$ cat src/hdl/staged_brake_duty_ramp_unit_macros.svh
// Assertion macros for the staged brake duty ramp unit.
// Included by files that carry concurrent checks; needs no package.
`ifndef STAGED_BRAKE_DUTY_RAMP_UNIT_MACROS_SVH
`define STAGED_BRAKE_DUTY_RAMP_UNIT_MACROS_SVH

// same-cycle implication, disabled while reset is asserted
`define SBDR_ASSERT_NOW(lbl, clk, rst_n, ante, cons, msg) \
    lbl: assert property (@(posedge clk) disable iff (!rst_n) (ante) |-> (cons)) \
        else $error(msg);

// next-cycle implication, disabled while reset is asserted
`define SBDR_ASSERT_NEXT(lbl, clk, rst_n, ante, cons, msg) \
    lbl: assert property (@(posedge clk) disable iff (!rst_n) (ante) |=> (cons)) \
        else $error(msg);

`endif

$ cat src/hdl/sbdr_pkg.sv
// Shared types, constants and register codes for the staged brake duty ramp unit.
// No dependencies; every other file of the block but the macro header refers to this package.
package sbdr_pkg;

    localparam int DUTY_BITS     = 8;
    localparam int SUM_BITS      = DUTY_BITS + 1;
    localparam int OUT_DUTY_BITS = 8;
    localparam int REQ_TYPE_BITS = 2;
    localparam int DIST_BITS     = 16;
    localparam int TIME_BITS     = 32;
    localparam int IVL_BITS      = 16;
    localparam int STAGE_BITS    = 3;
    localparam int LIMIT_BITS    = 8;
    localparam int DEC_BITS      = 7;
    localparam int APB_DATA_BITS = 32;
    localparam int APB_ADDR_BITS = 5;

    typedef enum logic [REQ_TYPE_BITS-1:0] {
        REQ_STAGED = 2'd0,
        REQ_RAPID  = 2'd1,
        REQ_ACCEL  = 2'd2
    } t_req_type;

    typedef enum logic [2:0] {
        REG_BRAKE_STAGES = 3'd0,
        REG_BRAKE_IVL    = 3'd1,
        REG_RAPID_IVL    = 3'd2,
        REG_ACCEL_IVL    = 3'd3,
        REG_MAX_DUTY     = 3'd4,
        REG_START_DUTY   = 3'd5
    } t_reg_idx;

    // register reset values
    localparam logic [STAGE_BITS-1:0] STAGES_RST     = 3'd3;
    localparam logic [IVL_BITS-1:0]   BRAKE_IVL_RST  = 16'd100;
    localparam logic [IVL_BITS-1:0]   RAPID_IVL_RST  = 16'd50;
    localparam logic [IVL_BITS-1:0]   ACCEL_IVL_RST  = 16'd100;
    localparam logic [LIMIT_BITS-1:0] MAX_DUTY_RST   = 8'd255;
    localparam logic [LIMIT_BITS-1:0] START_DUTY_RST = 8'd0;

    localparam logic [DEC_BITS-1:0] RAPID_STEP = 7'd115;
    localparam logic [DEC_BITS-1:0] ACCEL_STEP = 7'd20;

    // band thresholds in Q12.4 and their decrements
    localparam logic [DIST_BITS-1:0] T3_B0 = 16'(200 * 16);
    localparam logic [DIST_BITS-1:0] T3_B1 = 16'(450 * 16);
    localparam logic [DIST_BITS-1:0] T3_B2 = 16'(700 * 16);
    localparam logic [DEC_BITS-1:0]  D3_B0 = 7'd90;
    localparam logic [DEC_BITS-1:0]  D3_B1 = 7'd75;
    localparam logic [DEC_BITS-1:0]  D3_B2 = 7'd35;

    localparam logic [DIST_BITS-1:0] T4_B0 = 16'(250 * 16);
    localparam logic [DIST_BITS-1:0] T4_B1 = 16'(450 * 16);
    localparam logic [DIST_BITS-1:0] T4_B2 = 16'(600 * 16);
    localparam logic [DIST_BITS-1:0] T4_B3 = 16'(750 * 16);
    localparam logic [DEC_BITS-1:0]  D4_B0 = 7'd83;
    localparam logic [DEC_BITS-1:0]  D4_B1 = 7'd68;
    localparam logic [DEC_BITS-1:0]  D4_B2 = 7'd48;
    localparam logic [DEC_BITS-1:0]  D4_B3 = 7'd38;

    localparam logic [DIST_BITS-1:0] T5_B0 = 16'(250 * 16);
    localparam logic [DIST_BITS-1:0] T5_B1 = 16'(400 * 16);
    localparam logic [DIST_BITS-1:0] T5_B2 = 16'(600 * 16);
    localparam logic [DIST_BITS-1:0] T5_B3 = 16'(740 * 16);
    localparam logic [DIST_BITS-1:0] T5_B4 = 16'(820 * 16);
    localparam logic [DEC_BITS-1:0]  D5_B0 = 7'd88;
    localparam logic [DEC_BITS-1:0]  D5_B1 = 7'd64;
    localparam logic [DEC_BITS-1:0]  D5_B2 = 7'd45;
    localparam logic [DEC_BITS-1:0]  D5_B3 = 7'd37;
    localparam logic [DEC_BITS-1:0]  D5_B4 = 7'd28;

    typedef struct packed {
        logic [STAGE_BITS-1:0] brake_stages;
        logic [IVL_BITS-1:0]   brake_ivl;
        logic [IVL_BITS-1:0]   rapid_ivl;
        logic [IVL_BITS-1:0]   accel_ivl;
        logic [LIMIT_BITS-1:0] max_duty;
    } t_cfg;

    typedef struct packed {
        logic [REQ_TYPE_BITS-1:0] req_type;
        logic [DIST_BITS-1:0]     distance;
        logic [TIME_BITS-1:0]     now_ms;
    } t_item;

    typedef struct packed {
        logic [OUT_DUTY_BITS-1:0] duty_out;
        logic                     updated;
    } t_res;

endpackage

$ cat src/hdl/sbdr_if.sv
// Valid/ready channel interfaces for commands and results.
// Depends on sbdr_pkg for field widths.
interface sbdr_req_if;
    logic                                valid;
    logic                                ready;
    logic [sbdr_pkg::REQ_TYPE_BITS-1:0] req_type;
    logic [sbdr_pkg::DIST_BITS-1:0]     distance;
    logic [sbdr_pkg::TIME_BITS-1:0]     now_ms;

    modport source (output valid, req_type, distance, now_ms, input ready);
    modport sink   (input valid, req_type, distance, now_ms, output ready);
endinterface

interface sbdr_rsp_if;
    logic                                valid;
    logic                                ready;
    logic [sbdr_pkg::OUT_DUTY_BITS-1:0] duty_out;
    logic                                updated;

    modport source (output valid, duty_out, updated, input ready);
    modport sink   (input valid, duty_out, updated, output ready);
endinterface

$ cat src/hdl/sbdr_cfg_regs.sv
// APB-style configuration register file for the staged brake duty ramp unit.
// Depends on sbdr_pkg for register codes, reset values and the t_cfg struct.
module sbdr_cfg_regs (
    input  logic                                i_clk,
    input  logic                                i_rst_n,
    input  logic                                psel,
    input  logic                                penable,
    input  logic                                pwrite,
    input  logic [sbdr_pkg::APB_ADDR_BITS-1:0] paddr,
    input  logic [sbdr_pkg::APB_DATA_BITS-1:0] pwdata,
    output logic [sbdr_pkg::APB_DATA_BITS-1:0] prdata,
    output logic                                pready,
    output sbdr_pkg::t_cfg                      o_cfg
);

    logic [sbdr_pkg::STAGE_BITS-1:0] r_stages;
    logic [sbdr_pkg::IVL_BITS-1:0]   r_brake_ivl;
    logic [sbdr_pkg::IVL_BITS-1:0]   r_rapid_ivl;
    logic [sbdr_pkg::IVL_BITS-1:0]   r_accel_ivl;
    logic [sbdr_pkg::LIMIT_BITS-1:0] r_max_duty;
    logic [sbdr_pkg::LIMIT_BITS-1:0] r_start_duty;
    logic                            w_wr;
    sbdr_pkg::t_reg_idx              w_idx;

    assign pready = 1'b1;
    assign w_wr   = psel && penable && pwrite;
    assign w_idx  = sbdr_pkg::t_reg_idx'(paddr[sbdr_pkg::APB_ADDR_BITS-1:2]);

    always_ff @(posedge i_clk) begin
        if (!i_rst_n) begin
            r_stages     <= sbdr_pkg::STAGES_RST;
            r_brake_ivl  <= sbdr_pkg::BRAKE_IVL_RST;
            r_rapid_ivl  <= sbdr_pkg::RAPID_IVL_RST;
            r_accel_ivl  <= sbdr_pkg::ACCEL_IVL_RST;
            r_max_duty   <= sbdr_pkg::MAX_DUTY_RST;
            r_start_duty <= sbdr_pkg::START_DUTY_RST;
        end else if (w_wr) begin
            case (w_idx)
                sbdr_pkg::REG_BRAKE_STAGES: r_stages     <= pwdata[sbdr_pkg::STAGE_BITS-1:0];
                sbdr_pkg::REG_BRAKE_IVL:    r_brake_ivl  <= pwdata[sbdr_pkg::IVL_BITS-1:0];
                sbdr_pkg::REG_RAPID_IVL:    r_rapid_ivl  <= pwdata[sbdr_pkg::IVL_BITS-1:0];
                sbdr_pkg::REG_ACCEL_IVL:    r_accel_ivl  <= pwdata[sbdr_pkg::IVL_BITS-1:0];
                sbdr_pkg::REG_MAX_DUTY:     r_max_duty   <= pwdata[sbdr_pkg::LIMIT_BITS-1:0];
                sbdr_pkg::REG_START_DUTY:   r_start_duty <= pwdata[sbdr_pkg::LIMIT_BITS-1:0];
                default: ;
            endcase
        end
    end

    always_comb begin
        case (w_idx)
            sbdr_pkg::REG_BRAKE_STAGES: prdata = 32'(r_stages);
            sbdr_pkg::REG_BRAKE_IVL:    prdata = 32'(r_brake_ivl);
            sbdr_pkg::REG_RAPID_IVL:    prdata = 32'(r_rapid_ivl);
            sbdr_pkg::REG_ACCEL_IVL:    prdata = 32'(r_accel_ivl);
            sbdr_pkg::REG_MAX_DUTY:     prdata = 32'(r_max_duty);
            sbdr_pkg::REG_START_DUTY:   prdata = 32'(r_start_duty);
            default:                    prdata = '0;
        endcase
    end

    assign o_cfg.brake_stages = r_stages;
    assign o_cfg.brake_ivl    = r_brake_ivl;
    assign o_cfg.rapid_ivl    = r_rapid_ivl;
    assign o_cfg.accel_ivl    = r_accel_ivl;
    assign o_cfg.max_duty     = r_max_duty;

endmodule

$ cat src/hdl/sbdr_band_lut.sv
// Distance band lookup: maps a Q12.4 distance to a staged brake decrement.
// Depends on sbdr_pkg for the band thresholds and decrements.
module sbdr_band_lut (
    input  logic [sbdr_pkg::STAGE_BITS-1:0] i_stages,
    input  logic [sbdr_pkg::DIST_BITS-1:0]  i_distance,
    output logic [sbdr_pkg::DEC_BITS-1:0]   o_dec
);

    logic [sbdr_pkg::DEC_BITS-1:0] w_dec3;
    logic [sbdr_pkg::DEC_BITS-1:0] w_dec4;
    logic [sbdr_pkg::DEC_BITS-1:0] w_dec5;

    always_comb begin
        if      (i_distance <= sbdr_pkg::T3_B0) w_dec3 = sbdr_pkg::D3_B0;
        else if (i_distance <= sbdr_pkg::T3_B1) w_dec3 = sbdr_pkg::D3_B1;
        else if (i_distance <= sbdr_pkg::T3_B2) w_dec3 = sbdr_pkg::D3_B2;
        else                                    w_dec3 = '0;

        if      (i_distance <= sbdr_pkg::T4_B0) w_dec4 = sbdr_pkg::D4_B0;
        else if (i_distance <= sbdr_pkg::T4_B1) w_dec4 = sbdr_pkg::D4_B1;
        else if (i_distance <= sbdr_pkg::T4_B2) w_dec4 = sbdr_pkg::D4_B2;
        else if (i_distance <= sbdr_pkg::T4_B3) w_dec4 = sbdr_pkg::D4_B3;
        else                                    w_dec4 = '0;

        if      (i_distance <= sbdr_pkg::T5_B0) w_dec5 = sbdr_pkg::D5_B0;
        else if (i_distance <= sbdr_pkg::T5_B1) w_dec5 = sbdr_pkg::D5_B1;
        else if (i_distance <= sbdr_pkg::T5_B2) w_dec5 = sbdr_pkg::D5_B2;
        else if (i_distance <= sbdr_pkg::T5_B3) w_dec5 = sbdr_pkg::D5_B3;
        else if (i_distance <= sbdr_pkg::T5_B4) w_dec5 = sbdr_pkg::D5_B4;
        else                                    w_dec5 = '0;

        // stage counts below three act as three, above five as five
        if (i_stages inside {[3'd5:3'd7]}) begin
            o_dec = w_dec5;
        end else if (i_stages == 3'd4) begin
            o_dec = w_dec4;
        end else begin
            o_dec = w_dec3;
        end
    end

endmodule

$ cat src/hdl/sbdr_duty_core.sv
// Duty state and update logic: interval checks, saturating brake and accelerate.
// Depends on sbdr_pkg and instantiates sbdr_band_lut.
module sbdr_duty_core (
    input  logic           i_clk,
    input  logic           i_rst_n,
    input  sbdr_pkg::t_cfg i_cfg,
    input  logic           i_fire,
    input  sbdr_pkg::t_item i_item,
    output sbdr_pkg::t_res o_res
);

    logic [sbdr_pkg::DUTY_BITS-1:0] r_duty,       n_duty;
    logic [sbdr_pkg::TIME_BITS-1:0] r_last_brake, n_last_brake;
    logic [sbdr_pkg::TIME_BITS-1:0] r_last_accel, n_last_accel;

    sbdr_pkg::t_req_type            w_type;
    logic [sbdr_pkg::DEC_BITS-1:0]  w_band_dec;
    logic [sbdr_pkg::DEC_BITS-1:0]  w_dec;
    logic [sbdr_pkg::DUTY_BITS-1:0] w_dec_ext;
    logic [sbdr_pkg::DUTY_BITS-1:0] w_sub;
    logic [sbdr_pkg::IVL_BITS-1:0]  w_brk_ivl;
    logic [sbdr_pkg::TIME_BITS-1:0] w_brk_el;
    logic [sbdr_pkg::TIME_BITS-1:0] w_acc_el;
    logic                           w_brk_ok;
    logic                           w_acc_ok;
    logic [sbdr_pkg::DUTY_BITS-1:0] w_max_ext;
    logic [sbdr_pkg::SUM_BITS-1:0]  w_sum;
    logic [sbdr_pkg::DUTY_BITS-1:0] w_acc;
    logic                           w_upd;

    assign w_type = sbdr_pkg::t_req_type'(i_item.req_type);

    sbdr_band_lut u_band (
        .i_stages   (i_cfg.brake_stages),
        .i_distance (i_item.distance),
        .o_dec      (w_band_dec)
    );

    // both brake kinds share one stamp, each with its own interval
    assign w_dec     = (w_type == sbdr_pkg::REQ_RAPID) ? sbdr_pkg::RAPID_STEP : w_band_dec;
    assign w_brk_ivl = (w_type == sbdr_pkg::REQ_RAPID) ? i_cfg.rapid_ivl : i_cfg.brake_ivl;
    assign w_dec_ext = sbdr_pkg::DUTY_BITS'(w_dec);
    assign w_sub     = (r_duty > w_dec_ext) ? (r_duty - w_dec_ext) : '0;

    // wrapping elapsed time
    assign w_brk_el = i_item.now_ms - r_last_brake;
    assign w_acc_el = i_item.now_ms - r_last_accel;
    assign w_brk_ok = w_brk_el >= sbdr_pkg::TIME_BITS'(w_brk_ivl);
    assign w_acc_ok = w_acc_el >= sbdr_pkg::TIME_BITS'(i_cfg.accel_ivl);

    // at or above the limit hold duty, never pull it down to the limit
    assign w_max_ext = sbdr_pkg::DUTY_BITS'(i_cfg.max_duty);
    assign w_sum     = {1'b0, r_duty} + sbdr_pkg::SUM_BITS'(sbdr_pkg::ACCEL_STEP);
    assign w_acc     = (r_duty >= w_max_ext) ? r_duty :
                       (w_sum > {1'b0, w_max_ext}) ? w_max_ext :
                       w_sum[sbdr_pkg::DUTY_BITS-1:0];

    always_comb begin
        n_duty       = r_duty;
        n_last_brake = r_last_brake;
        n_last_accel = r_last_accel;
        w_upd        = 1'b0;
        case (w_type)
            sbdr_pkg::REQ_STAGED, sbdr_pkg::REQ_RAPID: begin
                if (w_brk_ok) begin
                    w_upd        = 1'b1;
                    n_last_brake = i_item.now_ms;
                    n_duty       = w_sub;
                end
            end
            sbdr_pkg::REQ_ACCEL: begin
                if (w_acc_ok) begin
                    w_upd        = 1'b1;
                    n_last_accel = i_item.now_ms;
                    n_duty       = w_acc;
                end
            end
            default: ;
        endcase
    end

    always_ff @(posedge i_clk) begin
        if (!i_rst_n) begin
            r_duty       <= sbdr_pkg::DUTY_BITS'(sbdr_pkg::START_DUTY_RST);
            r_last_brake <= '0;
            r_last_accel <= '0;
        end else if (i_fire) begin
            r_duty       <= n_duty;
            r_last_brake <= n_last_brake;
            r_last_accel <= n_last_accel;
        end
    end

    assign o_res.duty_out = n_duty[sbdr_pkg::OUT_DUTY_BITS-1:0];
    assign o_res.updated  = w_upd;

endmodule

$ cat src/hdl/staged_brake_duty_ramp_unit.sv
// Staged brake duty ramp unit: top level with input and result registers.
// Depends on sbdr_pkg, sbdr_if, sbdr_cfg_regs, sbdr_duty_core and the macro header.
//
// Usage:
//   i_req carries commands (req_type, distance in Q12.4, now_ms); o_rsp returns
//   one result per command (duty_out, updated). Both are valid/ready channels;
//   a transfer happens on a rising edge with valid and ready high.
//   The APB-style port (psel..pready) holds six registers at byte address 4*i;
//   writes land in the access cycle, pready is tied high, write only when idle.
// Timing:
//   A transferred command sits in the input register; its result is registered
//   as it advances and is offered on o_rsp from then on. The duty update is one
//   pass of band lookup plus saturating add or subtract, so while o_rsp is ready
//   a new command is taken every cycle, one result per cycle sustained.
// Reset (synchronous, active low): registers take their default values, duty
//   goes to the start_duty default, both timestamps to zero, both stages empty.
// Stall: while o_rsp is not ready the result holds; the input register still
//   fills, and i_req.ready drops only when both stages are full.
`include "staged_brake_duty_ramp_unit_macros.svh"

module staged_brake_duty_ramp_unit (
    input  logic                                i_clk,
    input  logic                                i_rst_n,
    sbdr_req_if.sink                            i_req,
    sbdr_rsp_if.source                          o_rsp,
    input  logic                                psel,
    input  logic                                penable,
    input  logic                                pwrite,
    input  logic [sbdr_pkg::APB_ADDR_BITS-1:0] paddr,
    input  logic [sbdr_pkg::APB_DATA_BITS-1:0] pwdata,
    output logic [sbdr_pkg::APB_DATA_BITS-1:0] prdata,
    output logic                                pready
);

    sbdr_pkg::t_cfg  w_cfg;
    sbdr_pkg::t_item r_in;
    logic            r_in_valid;
    sbdr_pkg::t_res  r_out;
    logic            r_out_valid;
    sbdr_pkg::t_res  w_res;
    logic            w_advance;
    logic            w_in_xfer;

    sbdr_cfg_regs u_cfg (
        .i_clk   (i_clk),
        .i_rst_n (i_rst_n),
        .psel    (psel),
        .penable (penable),
        .pwrite  (pwrite),
        .paddr   (paddr),
        .pwdata  (pwdata),
        .prdata  (prdata),
        .pready  (pready),
        .o_cfg   (w_cfg)
    );

    // advance when the result slot is free or being drained this cycle
    assign w_advance   = r_in_valid && (!r_out_valid || o_rsp.ready);
    assign i_req.ready = !r_in_valid || w_advance;
    assign w_in_xfer   = i_req.valid && i_req.ready;

    always_ff @(posedge i_clk) begin
        if (!i_rst_n) begin
            r_in_valid <= 1'b0;
        end else if (w_in_xfer) begin
            r_in_valid <= 1'b1;
        end else if (w_advance) begin
            r_in_valid <= 1'b0;
        end
    end

    always_ff @(posedge i_clk) begin
        if (w_in_xfer) begin
            r_in.req_type <= i_req.req_type;
            r_in.distance <= i_req.distance;
            r_in.now_ms   <= i_req.now_ms;
        end
    end

    sbdr_duty_core u_core (
        .i_clk   (i_clk),
        .i_rst_n (i_rst_n),
        .i_cfg   (w_cfg),
        .i_fire  (w_advance),
        .i_item  (r_in),
        .o_res   (w_res)
    );

    always_ff @(posedge i_clk) begin
        if (!i_rst_n) begin
            r_out_valid <= 1'b0;
        end else if (w_advance) begin
            r_out_valid <= 1'b1;
        end else if (o_rsp.ready) begin
            r_out_valid <= 1'b0;
        end
    end

    always_ff @(posedge i_clk) begin
        if (w_advance) begin
            r_out <= w_res;
        end
    end

    assign o_rsp.valid    = r_out_valid;
    assign o_rsp.duty_out = r_out.duty_out;
    assign o_rsp.updated  = r_out.updated;

    `SBDR_ASSERT_NOW(a_ready_low_only_when_full, i_clk, i_rst_n, !i_req.ready, r_in_valid && r_out_valid && !o_rsp.ready, "input blocked while a stage is free")
    `SBDR_ASSERT_NEXT(a_advance_gives_result, i_clk, i_rst_n, w_advance, r_out_valid, "advanced command produced no result")
    `SBDR_ASSERT_NOW(a_unused_kind_no_update, i_clk, i_rst_n, w_advance && (r_in.req_type != sbdr_pkg::REQ_STAGED) && (r_in.req_type != sbdr_pkg::REQ_RAPID) && (r_in.req_type != sbdr_pkg::REQ_ACCEL), !w_res.updated, "unused command kind reported an update")

endmodule
$ cat src/flat_wrapper.sv
// flat-port wrapper written by rule: the top's interface ports become plain ports
module staged_brake_duty_ramp_unit_flat 
  (i_clk, i_rst_n, psel, penable, pwrite, paddr, pwdata, prdata, pready, i_req_valid, i_req_req_type, i_req_distance, i_req_now_ms, i_req_ready, o_rsp_valid, o_rsp_duty_out, o_rsp_updated, o_rsp_ready);
  sbdr_req_if i_req_i ();
  sbdr_rsp_if o_rsp_i ();
  input  logic i_clk;
  input  logic i_rst_n;
  input  logic psel;
  input  logic penable;
  input  logic pwrite;
  input  logic [sbdr_pkg::APB_ADDR_BITS-1:0] paddr;
  input  logic [sbdr_pkg::APB_DATA_BITS-1:0] pwdata;
  output logic [sbdr_pkg::APB_DATA_BITS-1:0] prdata;
  output logic pready;
  input wire logic [$bits(i_req_i.valid)-1:0] i_req_valid;
  input wire logic [$bits(i_req_i.req_type)-1:0] i_req_req_type;
  input wire logic [$bits(i_req_i.distance)-1:0] i_req_distance;
  input wire logic [$bits(i_req_i.now_ms)-1:0] i_req_now_ms;
  output wire logic [$bits(i_req_i.ready)-1:0] i_req_ready;
  output wire logic [$bits(o_rsp_i.valid)-1:0] o_rsp_valid;
  output wire logic [$bits(o_rsp_i.duty_out)-1:0] o_rsp_duty_out;
  output wire logic [$bits(o_rsp_i.updated)-1:0] o_rsp_updated;
  input wire logic [$bits(o_rsp_i.ready)-1:0] o_rsp_ready;
  assign i_req_i.valid = i_req_valid;
  assign i_req_i.req_type = i_req_req_type;
  assign i_req_i.distance = i_req_distance;
  assign i_req_i.now_ms = i_req_now_ms;
  assign i_req_ready = i_req_i.ready;
  assign o_rsp_valid = o_rsp_i.valid;
  assign o_rsp_duty_out = o_rsp_i.duty_out;
  assign o_rsp_updated = o_rsp_i.updated;
  assign o_rsp_i.ready = o_rsp_ready;
  staged_brake_duty_ramp_unit u_core (.i_clk(i_clk), .i_rst_n(i_rst_n), .i_req(i_req_i), .o_rsp(o_rsp_i), .psel(psel), .penable(penable), .pwrite(pwrite), .paddr(paddr), .pwdata(pwdata), .prdata(prdata), .pready(pready));
endmodule
$ cat config.mk
export PLATFORM = sky130hd
export DESIGN_NAME = staged_brake_duty_ramp_unit_flat
export DESIGN_NICKNAME = d
export VERILOG_FILES = /design/src/hdl/sbdr_pkg.sv /design/src/hdl/sbdr_if.sv /design/src/hdl/sbdr_cfg_regs.sv /design/src/hdl/sbdr_band_lut.sv /design/src/hdl/sbdr_duty_core.sv /design/src/hdl/staged_brake_duty_ramp_unit.sv /design/src/flat_wrapper.sv
export VERILOG_INCLUDE_DIRS = /design/src /design/src/hdl
export SDC_FILE = /design/constraint.sdc
export NUM_CORES = 1
export LEC_CHECK = 0
export BUFFER_PORTS_ARGS = -buffer_cell sky130_fd_sc_hd__buf_2
export CORE_UTILIZATION = 45
export CTS_BUF_LIST = sky130_fd_sc_hd__clkbuf_4 sky130_fd_sc_hd__clkbuf_8
export DETAILED_ROUTE_END_ITERATION = 8
export HOLD_SLACK_MARGIN = 0.15
export PLACE_DENSITY_LB_ADDON = 0.15
export SETUP_SLACK_MARGIN = 0.1
export SLEW_MARGIN = 20
export SYNTH_ARGS = -nofsm -noshare
export SYNTH_HDL_FRONTEND = slang
export SYNTH_HIERARCHICAL = 1
export SYNTH_SLANG_ARGS = --single-unit
$ cat constraint.sdc
create_clock -name i_clk -period 5.2 [get_ports i_clk]
set_clock_uncertainty 0.15 [all_clocks]
set_input_delay 1.04 -clock i_clk [delete_from_list [all_inputs] [get_ports i_clk]]
set_output_delay 1.04 -clock i_clk [all_outputs]
set_load 0.03 [all_outputs]
==> run_summary.xml <==
<?xml version="1.0" encoding="UTF-8"?>
<metrics>
  <group name="finish">
    <metric name="finish.utilization" unit="">0.550</metric>
    <metric name="layout.cells.non_filler" unit="">2292</metric>
    <metric name="antennaDiodeCount" unit="">0</metric>
    <metric name="register_area" unit="sq um">4590</metric>
    <metric name="areaGrowthSynthToFinish" unit="%">19.5</metric>
    <metric name="finalInstanceArea" unit="sq um">17500</metric>
    <metric name="design.final.nets" unit="">2057</metric>
    <metric name="multiInputGateArea" unit="sq um">9640</metric>
    <metric name="layout-drive-gt1-share" unit="">0.225</metric>
    <metric name="fillerInstances" unit="">2918</metric>
  </group>
  <group name="global_route">
    <metric name="grt_pass1_vias" unit="">11900</metric>
    <metric name="grt_pass1_wl" unit="microns">63700</metric>
    <metric name="groute.layer.met3.usage" unit="">0.0337</metric>
    <metric name="grt_max_degree" unit="">86</metric>
    <metric name="groute.usage.overall" unit="">0.241</metric>
    <metric name="antenna_found_initial" unit="">0</metric>
    <metric name="grtUsageMet1" unit="">0.336</metric>
    <metric name="grt.overflow.total" unit="">0</metric>
    <metric name="globalRoute.busiestLayer" unit="">met2</metric>
    <metric name="groute.layer.met2.usage" unit="">0.386</metric>
  </group>
  <group name="clock_network">
    <metric name="cts_made_buffers" unit="">17</metric>
    <metric name="cts_sinks" unit="">200</metric>
    <metric name="worst_skew_pair.late_latency" unit="ps">520</metric>
    <metric name="cts_tree" unit="">done</metric>
    <metric name="clk_transition_reported_paths" unit="ps">120</metric>
    <metric name="cts_max_path_buffers" unit="">2</metric>
    <metric name="master_cell_of_the_clock_root_buffer" unit="">sky130_fd_sc_hd__clkbuf_8</metric>
    <metric name="ctsHoldBuffers" unit="">0</metric>
    <metric name="cts-htree-levels" unit="">4</metric>
  </group>
  <group name="critical_path">
    <metric name="timing.critical_path.buf_inv" unit="">5</metric>
    <metric name="worstPathArrival" unit="ps">5280</metric>
    <metric name="cp_cell_sequence" unit="">inv_2 -&gt; ha_4 -&gt; fa_2 -&gt; nor2b_4 -&gt; o2111ai_4 -&gt; nand2_2 -&gt; buf_6 -&gt; buf_4 -&gt; xor2_2 -&gt; ha_1 -&gt; nand2_2 -&gt; a2111oi_1 -&gt; buf_4 -&gt; o2111ai_4 -&gt; nand2_1 -&gt; or4_4 -&gt; a221oi_4 -&gt; nand4b_1 -&gt; buf_6 -&gt; o21bai_4 -&gt; mux2_4 -&gt; a211o_1 -&gt; a31o_1</metric>
    <metric name="critPathMaxFanout" unit="">3</metric>
    <metric name="end_kind" unit="">flop</metric>
    <metric name="worst_setup_path_start_kind" unit="">flop</metric>
    <metric name="critPathTopFamily" unit="">compound AO/OA/AOI/OAI gates</metric>
    <metric name="timing_worst_setup_path_type" unit="">reg -&gt; reg</metric>
    <metric name="critical_path.max_stage_delay" unit="ps">440</metric>
    <metric name="cp_data_required_time" unit="ps">5330</metric>
    <metric name="critPathSlowestCell" unit="">sky130_fd_sc_hd__or4_4</metric>
  </group>
  <group name="sta">
    <metric name="worstMarginPinSlew" unit="ps">883</metric>
    <metric name="timing.final.ws_setup" unit="ps">55.6</metric>
    <metric name="unrepaired_setup_endpoints_after_global_routing" unit="">true</metric>
    <metric name="period_minus_slack" unit="ps">5140</metric>
    <metric name="timing_max_transition_violations_final" unit="">0</metric>
    <metric name="min_period_over_period" unit="">0.989</metric>
    <metric name="setup_viols_final" unit="">0</metric>
    <metric name="timing.max_slew.rel_slack" unit="">0.411</metric>
    <metric name="hold_viol_final" unit="">0</metric>
    <metric name="max_freq" unit="MHz">194</metric>
  </group>
  <group name="route">
    <metric name="detailedRoute.firstPassIterationCount" unit="">5</metric>
    <metric name="post_drt_via_cell_ratio" unit="">5.56</metric>
    <metric name="detail_route.iter0.violations" unit="">908</metric>
    <metric name="antenna_left" unit="">0</metric>
    <metric name="vias_after_detailed_routing" unit="">12800</metric>
    <metric name="drcViolationCount" unit="">0</metric>
    <metric name="postRouteWirelength" unit="microns">41000</metric>
    <metric name="routedWlPerCell" unit="microns">17.9</metric>
  </group>
  <group name="min_path">
    <metric name="min-delay-path-class" unit="">reg -&gt; reg</metric>
  </group>
  <group name="logic_synthesis">
    <metric name="syn_area" unit="sq um">14600</metric>
    <metric name="netlist_top_cells_area" unit="">sky130_fd_sc_hd__dfxtp_1, sky130_fd_sc_hd__edfxtp_1, sky130_fd_sc_hd__mux2i_1</metric>
    <metric name="synth-edff-count" unit="">59</metric>
    <metric name="syn_warnings" unit="">6</metric>
    <metric name="syn-instance-count" unit="">1660</metric>
    <metric name="yosys.cell_types.count" unit="">111</metric>
    <metric name="share_of_flip_flops_with_an_asynchronous_set_or_reset" unit="">0</metric>
    <metric name="synth_most_common_cell" unit="">sky130_fd_sc_hd__nand2_1</metric>
    <metric name="synth_ff_type" unit="">sky130_fd_sc_hd__dfxtp_1</metric>
    <metric name="netlist_top_cells_count" unit="">sky130_fd_sc_hd__nand2_1, sky130_fd_sc_hd__mux2i_1, sky130_fd_sc_hd__dfxtp_1, sky130_fd_sc_hd__inv_1, sky130_fd_sc_hd__ha_1</metric>
    <metric name="yosys_register_bits" unit="">200</metric>
    <metric name="synth.yosys.seq_area_share" unit="">0.314</metric>
    <metric name="netlist.top_cell.by_area" unit="">sky130_fd_sc_hd__dfxtp_1</metric>
    <metric name="yosysTopAreaCellShare" unit="">0.193</metric>
    <metric name="average_cell_area_after_synthesis" unit="sq um">8.82</metric>
  </group>
  <group name="flow_run">
    <metric name="max-cap-violations" unit="">0</metric>
  </group>
  <group name="power_and_ir_drop">
    <metric name="ir_worst_vdd" unit="uV">171</metric>
    <metric name="leakage_power" unit="uW">0.00729</metric>
    <metric name="report.power.total" unit="uW">3850</metric>
    <metric name="powerDensity" unit="nW/um^2">220</metric>
  </group>
  <group name="placed_design">
    <metric name="pre_cts_ws" unit="ps">-326</metric>
    <metric name="placed_cells" unit="">2222</metric>
    <metric name="placed_area" unit="sq um">16100</metric>
    <metric name="dp.final_hpwl" unit="microns">29900</metric>
    <metric name="numPortBuffers" unit="">102</metric>
    <metric name="routability_congestion_estimate_from_global_placement" unit="">0.927</metric>
  </group>
  <group name="floorplanning">
    <metric name="cell_row_count" unit="">65</metric>
    <metric name="floorplan.initialDensity" unit="">0.460</metric>
    <metric name="floorplan.die_area" unit="sq um">33200</metric>
    <metric name="coreArea" unit="sq um">31800</metric>
    <metric name="chipHeight" unit="microns">182</metric>
    <metric name="die_width" unit="microns">182</metric>
    <metric name="floorplan.io_pins" unit="">138</metric>
  </group>
  <group name="outcome">
    <metric name="outcome" unit="">complete, no violations</metric>
  </group>
</metrics>
## report_power, final
part | internal, uW | leakage, uW | switching [uW] | total [uW]
Clock | 372 | 0.000208 | 677 | 1050
Combinational | 470 | 0.00537 | 622 | 1090
Sequential | 1660 | 0.00172 | 51.2 | 1710
Total | 2500 | 0.00729 | 1350 | 3850
## state kept, by name (all words and copies together), names as in the netlist, 3 cells and up
signal                      cells
u_core/u_core/r_last_accel     32
u_core/u_cfg/r_brake_ivl       16
u_core/u_core/r_duty            8
u_core/r_in                    50
u_core/u_cfg/r_accel_ivl       16
u_core/u_cfg/r_rapid_ivl       16
u_core/u_cfg/r_start_duty       8
u_core/u_cfg/r_stages           3
u_core/u_cfg/r_max_duty         8
u_core/o_rsp.duty_out           8
u_core/u_core/r_last_brake     32
## cell families after synthesis
| group | Yosys count | synth area share |
|---|---|---|
| other cells | 2 | 0.000513 |
| flops | 200 | 0.314 |
| xor+xnor | 49 | 0.0293 |
| simple gates | 514 | 0.184 |
| fa+ha+maj | 119 | 0.103 |
| compound gates | 394 | 0.182 |
| mux | 167 | 0.118 |
| buf+inv | 215 | 0.0693 |
## worst register-to-register path: stages, from the launching register on
cell                        delay (ps)
sky130_fd_sc_hd__edfxtp_1          390
sky130_fd_sc_hd__inv_2              60
sky130_fd_sc_hd__ha_4              160
sky130_fd_sc_hd__fa_2              370
sky130_fd_sc_hd__nor2b_4           160
sky130_fd_sc_hd__o2111ai_4         140
sky130_fd_sc_hd__nand2_2           140
sky130_fd_sc_hd__buf_6             110
sky130_fd_sc_hd__buf_4             110
sky130_fd_sc_hd__xor2_2            140
sky130_fd_sc_hd__ha_1              260
sky130_fd_sc_hd__nand2_2            90
sky130_fd_sc_hd__a2111oi_1          70
sky130_fd_sc_hd__buf_4             180
sky130_fd_sc_hd__o2111ai_4         210
sky130_fd_sc_hd__nand2_1           100
sky130_fd_sc_hd__or4_4             440
sky130_fd_sc_hd__a221oi_4          300
sky130_fd_sc_hd__nand4b_1          200
sky130_fd_sc_hd__buf_6             180
sky130_fd_sc_hd__o21bai_4          150
sky130_fd_sc_hd__mux2_4            310
sky130_fd_sc_hd__a211o_1           310
sky130_fd_sc_hd__a31o_1            190
## worst paths after layout
kind | cells after the start | end | start | slack (ps)
min | 2 | u_core/u_cfg/r_start_duty[7] | u_core/u_cfg/r_start_duty[7] | 320
min reg2reg | 2 | u_core/u_cfg/r_start_duty[7] | u_core/u_cfg/r_start_duty[7] | 320
max | 23 | u_core/o_rsp.duty_out[5] | u_core/r_in[0] | 60
max reg2reg | 23 | u_core/o_rsp.duty_out[5] | u_core/r_in[0] | 60
## layout make-up
type / instances / area share
Clock inverter: 15 / 0.00995
Tap cell: 435 / 0.0311
Clock buffer: 17 / 0.0134
Timing Repair Buffer: 246 / 0.106
Inverter: 119 / 0.0255
Multi-Input combinational cell: 1260 / 0.551
Sequential cell: 200 / 0.263
## stage by stage
stage               hold WS, ps  TNS [ps]
floorplan                   284         0
global placement            292     -2160
detailed placement          301     -4040
CTS                         318      -110
global route                336      -329
finish                      317         0
## routing by layer
metal / part of all wire / vias to the layer above
li1: - / 6311
met1: 0.48 / 6062
met2: 0.46 / 345
met3: 0.043 / 35
met4: 0.018 / 0
met5: 0 / -
## cells in the final DEF, fill, tap and decap left out, types with 19 or more instances in the layout
cell,n
sky130_fd_sc_hd__a21oi_1,87
sky130_fd_sc_hd__buf_2,101
sky130_fd_sc_hd__buf_4,121
sky130_fd_sc_hd__dfxtp_1,141
sky130_fd_sc_hd__edfxtp_1,59
sky130_fd_sc_hd__ha_1,102
sky130_fd_sc_hd__inv_1,117
sky130_fd_sc_hd__mux2i_1,144
sky130_fd_sc_hd__nand2_1,174
sky130_fd_sc_hd__nand4_1,23
sky130_fd_sc_hd__nor2_1,91
sky130_fd_sc_hd__nor2b_1,84
sky130_fd_sc_hd__nor3_1,19
sky130_fd_sc_hd__o211ai_1,19
sky130_fd_sc_hd__o21a_1,25
sky130_fd_sc_hd__o21ai_0,71
sky130_fd_sc_hd__xnor2_1,33
## what timing repair did
action / CTS / global route
setup endpoints to repair: 79 / 81
pin swaps: 17 / 64
cloned: 1 / 7
setup buffers: 7 / 24
resized for setup: 42 / 81
(Power assumes the default switching activity.)
